===== src/rtl/core/ssdm_pkg.sv =====
// ----------------------------------------------------------------------------
// ssdm_pkg
// shared widths, register map, digit split and segment table for the
// four-digit multiplexed seven-segment display driver
// ----------------------------------------------------------------------------
package ssdm_pkg;

   // display geometry and field widths
   localparam int DIGIT_COUNT = 4;
   localparam int DIGIT_IDX_W = $clog2(DIGIT_COUNT);
   localparam int NUMBER_W    = 14;
   localparam int SEG_W       = 8;
   localparam int TICK_W      = 8;
   localparam int BCD_W       = 4;
   localparam int CSR_ADDR_W  = 3;
   localparam int CSR_DATA_W  = 32;

   // register reset values
   localparam logic [TICK_W-1:0] DUTY_RESET   = 8'd100;
   localparam logic [TICK_W-1:0] PERIOD_RESET = 8'd250;

   // largest value that fits on four digits
   localparam logic [NUMBER_W-1:0] MAX_NUMBER = 14'd9999;

   // reciprocal multipliers, exact for every value up to MAX_NUMBER
   localparam int PROD_W      = 30;
   localparam int RECIP_1000  = 8389;
   localparam int SHIFT_1000  = 23;
   localparam int RECIP_100   = 5243;
   localparam int SHIFT_100   = 19;
   localparam int RECIP_10    = 52429;
   localparam int SHIFT_10    = 19;
   localparam int RADIX       = 10;

   // register word addresses (paddr bit 2)
   typedef enum logic [0:0] {
      REG_DUTY_TIME    = 1'b0,
      REG_ROUND_PERIOD = 1'b1
   } reg_index_type;

   typedef logic [DIGIT_COUNT-1:0][BCD_W-1:0] digit_set_type;
   typedef logic [DIGIT_COUNT-1:0][SEG_W-1:0] pattern_set_type;

   // input item mode codes
   typedef enum logic {
      MODE_LOAD    = 1'b0,
      MODE_COMPARE = 1'b1
   } mode_type;

   // segment pattern for one decimal digit, a in bit 7, dp in bit 0
   function automatic logic [SEG_W-1:0] seg_pattern(input logic [BCD_W-1:0] d);
      logic [SEG_W-1:0] p;
      case (d)
         4'd0:    p = 8'hFC;
         4'd1:    p = 8'h60;
         4'd2:    p = 8'hDA;
         4'd3:    p = 8'hF2;
         4'd4:    p = 8'h66;
         4'd5:    p = 8'hB6;
         4'd6:    p = 8'hBE;
         4'd7:    p = 8'hE0;
         4'd8:    p = 8'hFE;
         4'd9:    p = 8'hF6;
         default: p = 8'h00;
      endcase
      return p;
   endfunction

   // split a saturated number into thousands, hundreds, tens and units;
   // the three quotients are formed in parallel by reciprocal multiplies
   function automatic digit_set_type split_number(input logic [NUMBER_W-1:0] n);
      logic [PROD_W-1:0]   p1000;
      logic [PROD_W-1:0]   p100;
      logic [PROD_W-1:0]   p10;
      logic [BCD_W-1:0]    q1000;
      logic [6:0]          q100;
      logic [9:0]          q10;
      logic [6:0]          r100;
      logic [9:0]          r10;
      logic [NUMBER_W-1:0] r1;
      digit_set_type       d;
      p1000 = PROD_W'(n) * PROD_W'(RECIP_1000);
      p100  = PROD_W'(n) * PROD_W'(RECIP_100);
      p10   = PROD_W'(n) * PROD_W'(RECIP_10);
      q1000 = BCD_W'(p1000 >> SHIFT_1000);
      q100  = 7'(p100 >> SHIFT_100);
      q10   = 10'(p10 >> SHIFT_10);
      r100  = q100 - 7'(7'(q1000) * 7'(RADIX));
      r10   = q10 - 10'(10'(q100) * 10'(RADIX));
      r1    = n - NUMBER_W'(NUMBER_W'(q10) * NUMBER_W'(RADIX));
      d[0]  = q1000;
      d[1]  = r100[BCD_W-1:0];
      d[2]  = r10[BCD_W-1:0];
      d[3]  = r1[BCD_W-1:0];
      return d;
   endfunction

endpackage


===== src/rtl/core/ssdm_req_if.sv =====
// ----------------------------------------------------------------------------
// ssdm_req_if
// input channel: load or compare-event items with valid/ready handshake
// ----------------------------------------------------------------------------
interface ssdm_req_if import ssdm_pkg::*; ();

   logic                valid;
   logic                ready;
   logic                mode;
   logic [NUMBER_W-1:0] number;

   modport source (output valid, output mode, output number, input ready);
   modport sink   (input valid, input mode, input number, output ready);

endinterface


===== src/rtl/core/ssdm_rsp_if.sv =====
// ----------------------------------------------------------------------------
// ssdm_rsp_if
// result channel: segment drive, digit enables and next compare value
// ----------------------------------------------------------------------------
interface ssdm_rsp_if import ssdm_pkg::*; ();

   logic                   valid;
   logic                   ready;
   logic [SEG_W-1:0]       segment_lines;
   logic [DIGIT_COUNT-1:0] digit_enables_n;
   logic [TICK_W-1:0]      next_compare;

   modport source (output valid, output segment_lines, output digit_enables_n,
                   output next_compare, input ready);
   modport sink   (input valid, input segment_lines, input digit_enables_n,
                   input next_compare, output ready);

endinterface


===== src/rtl/core/seven_segment_display_multiplexer_unit.sv =====
// ----------------------------------------------------------------------------
// seven_segment_display_multiplexer_unit
// four-digit multiplexed seven-segment display driver
//
// Items arrive on req_ch. Mode 0 loads a number (saturated at 9999) whose
// digit patterns become visible at the next scan start. Mode 1 is a timer
// compare event; on and off events alternate, the first one after reset
// being an off event. Every item gives exactly one result on rsp_ch: the
// segment drive, the active-low digit enables and the next compare value.
// duty_time (byte address 0) and round_period (byte address 4) are written
// over the csr_ APB port, which has no wait states.
// An item is registered in the input register on acceptance and then
// moves into the result register; the block takes one item per cycle
// while rsp_ch does not stall. If rsp_ch stalls the result holds and one
// more item can still be taken into the input register; after that
// req_ch.ready drops until the result is taken. Reset clears both stages,
// shows all digits off and restores the register defaults.
// ----------------------------------------------------------------------------
module seven_segment_display_multiplexer_unit import ssdm_pkg::*; (
   input  logic                  clock,
   input  logic                  reset,
   ssdm_req_if.sink              req_ch,
   ssdm_rsp_if.source            rsp_ch,
   input  logic                  csr_psel,
   input  logic                  csr_penable,
   input  logic                  csr_pwrite,
   input  logic [CSR_ADDR_W-1:0] csr_paddr,
   input  logic [CSR_DATA_W-1:0] csr_pwdata,
   output logic [CSR_DATA_W-1:0] csr_prdata,
   output logic                  csr_pready
);

   // configuration registers
   logic [TICK_W-1:0]      duty_ff, duty_in;
   logic [TICK_W-1:0]      period_ff, period_in;

   // input stage
   logic                   stage_valid_ff, stage_valid_in;
   logic                   stage_mode_ff;
   logic [NUMBER_W-1:0]    stage_number_ff;

   // result stage and display state
   logic                   out_valid_ff, out_valid_in;
   logic                   turn_on_next_ff, turn_on_next_in;
   logic [TICK_W-1:0]      round_time_ff, round_time_in;
   logic [DIGIT_IDX_W-1:0] digit_index_ff, digit_index_in;
   pattern_set_type        pending_ff, pending_in;
   pattern_set_type        shown_ff, shown_in;
   logic [SEG_W-1:0]       segment_ff, segment_in;
   logic [DIGIT_COUNT-1:0] digit_ff, digit_in;
   logic [TICK_W-1:0]      compare_ff, compare_in;

   logic                   accept;
   logic                   advance;
   logic                   csr_write;
   reg_index_type          csr_index;
   logic [NUMBER_W-1:0]    sat_number;
   digit_set_type          digits;

   // handshake control
   assign advance = stage_valid_ff && (!out_valid_ff || rsp_ch.ready);
   assign req_ch.ready = !reset && (!stage_valid_ff || advance);
   assign accept = req_ch.valid && req_ch.ready;

   // register port
   assign csr_pready = 1'b1;
   assign csr_index  = reg_index_type'(csr_paddr[2]);
   assign csr_write  = csr_psel && csr_penable && csr_pwrite;

   always_comb begin
      duty_in   = duty_ff;
      period_in = period_ff;
      if (csr_write) begin
         case (csr_index)
            REG_DUTY_TIME:    duty_in   = csr_pwdata[TICK_W-1:0];
            REG_ROUND_PERIOD: period_in = csr_pwdata[TICK_W-1:0];
            default:          duty_in   = duty_ff;
         endcase
      end
   end

   always_comb begin
      case (csr_index)
         REG_DUTY_TIME:    csr_prdata = CSR_DATA_W'(duty_ff);
         REG_ROUND_PERIOD: csr_prdata = CSR_DATA_W'(period_ff);
         default:          csr_prdata = '0;
      endcase
   end

   // saturate and split a number to load
   assign sat_number = (stage_number_ff > MAX_NUMBER) ? MAX_NUMBER : stage_number_ff;
   assign digits     = split_number(sat_number);

   // display state update for the item in the input stage
   always_comb begin
      stage_valid_in  = accept || (stage_valid_ff && !advance);
      out_valid_in    = advance || (out_valid_ff && !rsp_ch.ready);
      turn_on_next_in = turn_on_next_ff;
      round_time_in   = round_time_ff;
      digit_index_in  = digit_index_ff;
      pending_in      = pending_ff;
      shown_in        = shown_ff;
      segment_in      = segment_ff;
      digit_in        = digit_ff;
      compare_in      = compare_ff;
      if (advance) begin
         case (mode_type'(stage_mode_ff))
            MODE_LOAD: begin
               for (int i = 0; i < DIGIT_COUNT; i++) begin
                  pending_in[i] = seg_pattern(digits[i]);
               end
            end
            MODE_COMPARE: begin
               if (turn_on_next_ff) begin
                  // on event: start the round and light the current digit
                  turn_on_next_in = 1'b0;
                  round_time_in   = round_time_ff + period_ff;
                  compare_in      = round_time_ff + duty_ff;
                  if (digit_index_ff == '0) begin
                     shown_in = pending_ff;
                  end
                  segment_in     = shown_in[digit_index_ff];
                  digit_in       = digit_ff & ~(DIGIT_COUNT'(1) << digit_index_ff);
                  digit_index_in = digit_index_ff + 1'b1;
               end else begin
                  // off event: blank everything until the next round start
                  turn_on_next_in = 1'b1;
                  compare_in      = round_time_ff;
                  segment_in      = '0;
                  digit_in        = '1;
               end
            end
            default: turn_on_next_in = turn_on_next_ff;
         endcase
      end
   end

   // registers
   always_ff @(posedge clock) begin
      if (reset) begin
         duty_ff         <= DUTY_RESET;
         period_ff       <= PERIOD_RESET;
         stage_valid_ff  <= 1'b0;
         out_valid_ff    <= 1'b0;
         turn_on_next_ff <= 1'b0;
         round_time_ff   <= '0;
         digit_index_ff  <= '0;
         pending_ff      <= '0;
         shown_ff        <= '0;
         segment_ff      <= '0;
         digit_ff        <= '1;
         compare_ff      <= '0;
      end else begin
         duty_ff         <= duty_in;
         period_ff       <= period_in;
         stage_valid_ff  <= stage_valid_in;
         out_valid_ff    <= out_valid_in;
         turn_on_next_ff <= turn_on_next_in;
         round_time_ff   <= round_time_in;
         digit_index_ff  <= digit_index_in;
         pending_ff      <= pending_in;
         shown_ff        <= shown_in;
         segment_ff      <= segment_in;
         digit_ff        <= digit_in;
         compare_ff      <= compare_in;
      end
   end

   // input payload register
   always_ff @(posedge clock) begin
      if (accept) begin
         stage_mode_ff   <= req_ch.mode;
         stage_number_ff <= req_ch.number;
      end
   end

   // result channel: the hold registers are the result payload
   assign rsp_ch.valid           = out_valid_ff;
   assign rsp_ch.segment_lines   = segment_ff;
   assign rsp_ch.digit_enables_n = digit_ff;
   assign rsp_ch.next_compare    = compare_ff;

endmodule


===== src/flat_wrapper.sv =====
// flat-port wrapper written by rule: the top's interface ports become plain ports
module seven_segment_display_multiplexer_unit_flat import ssdm_pkg::*;
  (clock, reset, csr_psel, csr_penable, csr_pwrite, csr_paddr, csr_pwdata, csr_prdata, csr_pready, req_ch_valid, req_ch_mode, req_ch_number, req_ch_ready, rsp_ch_valid, rsp_ch_segment_lines, rsp_ch_digit_enables_n, rsp_ch_next_compare, rsp_ch_ready);
  ssdm_req_if req_ch_i ();
  ssdm_rsp_if rsp_ch_i ();
  input  logic clock;
  input  logic reset;
  input  logic csr_psel;
  input  logic csr_penable;
  input  logic csr_pwrite;
  input  logic [CSR_ADDR_W-1:0] csr_paddr;
  input  logic [CSR_DATA_W-1:0] csr_pwdata;
  output logic [CSR_DATA_W-1:0] csr_prdata;
  output logic csr_pready;
  input wire logic [$bits(req_ch_i.valid)-1:0] req_ch_valid;
  input wire logic [$bits(req_ch_i.mode)-1:0] req_ch_mode;
  input wire logic [$bits(req_ch_i.number)-1:0] req_ch_number;
  output wire logic [$bits(req_ch_i.ready)-1:0] req_ch_ready;
  output wire logic [$bits(rsp_ch_i.valid)-1:0] rsp_ch_valid;
  output wire logic [$bits(rsp_ch_i.segment_lines)-1:0] rsp_ch_segment_lines;
  output wire logic [$bits(rsp_ch_i.digit_enables_n)-1:0] rsp_ch_digit_enables_n;
  output wire logic [$bits(rsp_ch_i.next_compare)-1:0] rsp_ch_next_compare;
  input wire logic [$bits(rsp_ch_i.ready)-1:0] rsp_ch_ready;
  assign req_ch_i.valid = req_ch_valid;
  assign req_ch_i.mode = req_ch_mode;
  assign req_ch_i.number = req_ch_number;
  assign req_ch_ready = req_ch_i.ready;
  assign rsp_ch_valid = rsp_ch_i.valid;
  assign rsp_ch_segment_lines = rsp_ch_i.segment_lines;
  assign rsp_ch_digit_enables_n = rsp_ch_i.digit_enables_n;
  assign rsp_ch_next_compare = rsp_ch_i.next_compare;
  assign rsp_ch_i.ready = rsp_ch_ready;
  seven_segment_display_multiplexer_unit u_core (.clock(clock), .reset(reset), .req_ch(req_ch_i), .rsp_ch(rsp_ch_i), .csr_psel(csr_psel), .csr_penable(csr_penable), .csr_pwrite(csr_pwrite), .csr_paddr(csr_paddr), .csr_pwdata(csr_pwdata), .csr_prdata(csr_prdata), .csr_pready(csr_pready));
endmodule

===== config.mk =====
export PLATFORM = sky130hd
export DESIGN_NAME = seven_segment_display_multiplexer_unit_flat
export DESIGN_NICKNAME = d
export VERILOG_FILES = /design/src/rtl/core/ssdm_pkg.sv /design/src/rtl/core/ssdm_req_if.sv /design/src/rtl/core/ssdm_rsp_if.sv /design/src/rtl/core/seven_segment_display_multiplexer_unit.sv /design/src/flat_wrapper.sv
export SDC_FILE = /design/constraint.sdc
export NUM_CORES = 1
export LEC_CHECK = 0
export ABC_AREA = 0
export BUFFER_PORTS_ARGS = -buffer_cell sky130_fd_sc_hd__buf_2
export CAP_MARGIN = 20
export CORE_ASPECT_RATIO = 1.75
export CORE_MARGIN = 4
export CORE_UTILIZATION = 61
export CTS_CLUSTER_DIAMETER = 30
export DETAILED_ROUTE_END_ITERATION = 7
export MAX_ROUTING_LAYER = met4
export PLACE_DENSITY_LB_ADDON = 0.2
export SYNTH_ARGS = -nofsm -noshare
export SYNTH_HDL_FRONTEND = slang
export SYNTH_SLANG_ARGS = --single-unit

===== constraint.sdc =====
create_clock -name clock -period 9.75 [get_ports clock]
set_input_delay 0.4875 -clock clock [delete_from_list [all_inputs] [get_ports clock]]
set_output_delay 0.4875 -clock clock [all_outputs]
set_load 0.05 [all_outputs]

==> flow_metrics.py <==
metrics = {
    "floorplan": {
        "die_h_microns": 211.3,
        "row_count": 74,
        "coreArea_sq_um": 23330,
        "io_pins": 112,
        "dieArea_sq_um": 26250,
        "start_util_pct": 61.77,
        "die_w_microns": 124.2,
    },
    "grt": {
        "antenna_found_initial": 0,
        "grt.met1_usage_pct": 26.81,
        "met3_usage_pct": 3.876,
        "grt_pass1_wl_mm": 57.11,
        "busiest_layer": "met2",
        "grt_usage_pct": 29.69,
        "grt_max_degree": 85,
        "grt_use_met2_pct": 54.32,
        "grt-ovfl-total": 0,
        "grt_pass1_vias": 11540,
    },
    "synth": {
        "synth_edf_count": 15,
        "synth_top_area_share_pct": 22.57,
        "synth.distinct_cells": 78,
        "synthCells": 1599,
        "netlist_area_sq_um": 14410,
        "ys_async_sr_fraction_pct": 0,
        "synth_top_cells_by_area": "ha_1, fa_1, dfxtp_1",
        "synth_compound_area_share_pct": 11.55,
        "synth_warnings": 0,
        "synth_fa_ha_area_share_pct": 39.52,
        "yosysTopAreaCell": "ha_1",
        "muxShareOfSynthArea_pct": 4.002,
        "synth-main-ff-cell": "dfxtp_1",
        "avgSynthCellArea_sq_um": 9.013,
        "ys_seq_area_share_pct": 18.27,
        "synth-simple-area-share_pct": 11.70,
        "synth-xor-area-share_pct": 4.358,
        "ys_ff_latch": 124,
        "synth_top_family_by_area": "adder cells",
    },
    "setup_path": {
        "crit_fanout": 9,
        "cp-start-kind": "flip-flop",
        "path_buf_inv": 5,
        "critical_path.max_stage_delay_ns": 0.61,
        "critical_path_required_ns": 10.05,
        "critPathSlowestCell": "fa_1",
        "end_kind": "flip-flop",
        "critical-path-top-delay-family": "adder cells",
        "arrival_ns": 9.28,
        "critPathKind": "reg2reg",
    },
    "sta": {
        "drv_slew": 0,
        "worst_slew_pin_slew_ns": 1.066,
        "hold_viol_final": 0,
        "finalCritPeriodShare_pct": 92.09,
        "period_minus_slack_ns": 8.979,
        "relSlewSlack_pct": 28.93,
        "fmax_mhz": 111.4,
        "setup_viol": 0,
        "rsz0062_at_grt": "no",
        "fin_setup_tns_ns": 0,
        "fin_skew_ns": 0.009375,
        "setup_slack_ns": 0.7710,
    },
    "flow_run": {
        "drv_cap": 0,
    },
    "placement": {
        "place_ws_ns": 0.8983,
        "dp_hpwl_mm": 29.92,
        "place_inst": 1927,
        "io_buffers": 60,
        "routabilityCongestion": 0.9826,
    },
    "drt": {
        "drt-initial-drc-count": 495,
        "route.detailed.drc": 0,
        "wl_per_cell_microns": 18.14,
        "antenna_left": 0,
        "vias": 10940,
        "viasPerCell": 5.586,
        "routed_wl_mm": 35.55,
        "firstDrtPassIters": 5,
    },
    "cts": {
        "clockBufferDepth": 2,
        "postCtsSetupBuffers": 0,
        "htree_levels": 4,
        "clock_latency_ns": 0.43,
        "ctsResizeCount": 0,
        "cts_tree": "yes",
        "cts_made_buffers": 17,
        "cts_root_buf": "clkbuf_16",
        "clk_pin_slew_ns": 0.06,
        "cts_num_sinks": 124,
        "holdBufCountCts": 0,
    },
    "finish": {
        "drive_gt1_share_pct": 10.51,
        "layout_commonest_cell": "inv_1",
        "stdcell_count": 1959,
        "area_delta_synth_final_pct": 7.874,
        "insertedDiodeCount": 0,
        "final_util_pct": 66.63,
        "fin_nets": 2081,
        "final_cell_mix": "inv_1, ha_1, nand2_1, fa_1, dfxtp_1",
    },
    "power": {
        "power_density_nw_per_um2": 361.4,
        "vdd_drop_max_mv": 0.4155,
        "finalPower_mw": 5.618,
        "power.leakage_nw": 7.685,
    },
    "hold_path": {
        "hp-class": "in2reg",
    },
    "outcome": {
        "outcome": "complete, no violations",
    },
}
## logic make-up after synthesis
family,count (synthesis)
mux,37
other cells,2
simple gates,366
fa+ha+maj,382
buf+inv,377
xor+xnor,64
flops,124
compound gates,247
## power breakdown
group	total, mW	leakage, nW	switching (mW)	internal (mW)
sequential	0.584	1.02	0.0320	0.552
clock	0.664	0.300	0.240	0.424
combinational	4.37	6.36	2.61	1.76
total	5.62	7.69	2.89	2.73
## metal layers
| metal | vias to the layer above | wire length [microns] | part of all wire [%] |
|---|---|---|---|
| met1 | 5184 | 11630 | 33 |
| met2 | 313 | 19280 | 54 |
| li1 | 5291 | - | - |
| met5 | - | 0 | 0 |
| met4 | 0 | 3414 | 9.6 |
| met3 | 154 | 1219 | 3.4 |
## cell usage after synthesis (4+ instances only)
| cell type | instances |
|---|---|
| inv_1 | 295 |
| ha_1 | 260 |
| nand2_1 | 155 |
| fa_1 | 122 |
| dfxtp_1 | 109 |
| a21oi_1 | 94 |
| nor2_1 | 92 |
| xnor2_1 | 46 |
| clkbuf_1 | 42 |
| a211oi_1 | 25 |
| buf_4 | 25 |
| o21ai_0 | 25 |
| a21o_1 | 23 |
| and2_1 | 15 |
| and3_1 | 15 |
| edfxtp_1 | 15 |
| mux4_2 | 15 |
| nand3_1 | 14 |
| xor2_1 | 14 |
| mux2i_1 | 13 |
| nor2b_1 | 13 |
| o211ai_1 | 12 |
| nor3_1 | 10 |
| a211oi_2 | 8 |
| nand3b_1 | 8 |
| or3_1 | 8 |
| mux2_2 | 7 |
| nand2b_1 | 7 |
| or2_2 | 7 |
| a211o_1 | 6 |
| nand4_1 | 6 |
| o21a_1 | 6 |
| o21bai_1 | 6 |
| buf_1 | 5 |
| o22ai_1 | 5 |
| a31oi_1 | 4 |
| buf_2 | 4 |
| o21ai_1 | 4 |
## flip-flops by register name, summed over array words and instances, names as in the netlist, 2 cells and up
name	cells
u_core.rsp_ch.next_compare	8
u_core.rsp_ch.segment_lines	8
u_core.duty_ff	8
u_core.round_time_ff	8
u_core.period_ff	8
u_core.rsp_ch.digit_enables_n	4
u_core.pending_ff	28
u_core.shown_ff	32
u_core.digit_index_ff	2
u_core.stage_number_ff	14
## final timing paths
check,cells past startpoint,to,from,slack (ns)
max reg2reg,28,u_core.pending_ff[17],u_core.stage_number_ff[6],0.77
min reg2reg,1,u_core.rsp_ch.digit_enables_n[1],u_core.rsp_ch.digit_enables_n[1],0.45
max,28,u_core.pending_ff[17],u_core.stage_number_ff[6],0.77
min,1,u_core.stage_number_ff[2],req_ch_number[2],0.23
## area by class of cell
type                            count  area [sq um]
Clock buffer                       20         466.7
Fill cell                        1958          7785
Multi-Input combinational cell   1122         10350
Timing Repair Buffer               77         430.4
Inverter                          300          1126
Sequential cell                   124          2633
Tap cell                          304         380.4
Clock inverter                     12         160.2
## stage by stage
step           cell area [sq um]  hold slack [ns]
5_1_grt                    15550           0.2276
4_1_cts                    15550           0.2252
3_5_place_dp               14920           0.4358
3_3_place_gp               14920           0.4276
6_report                   15550           0.2313
2_1_floorplan              14500           0.4241
(Power assumes the default switching activity.)
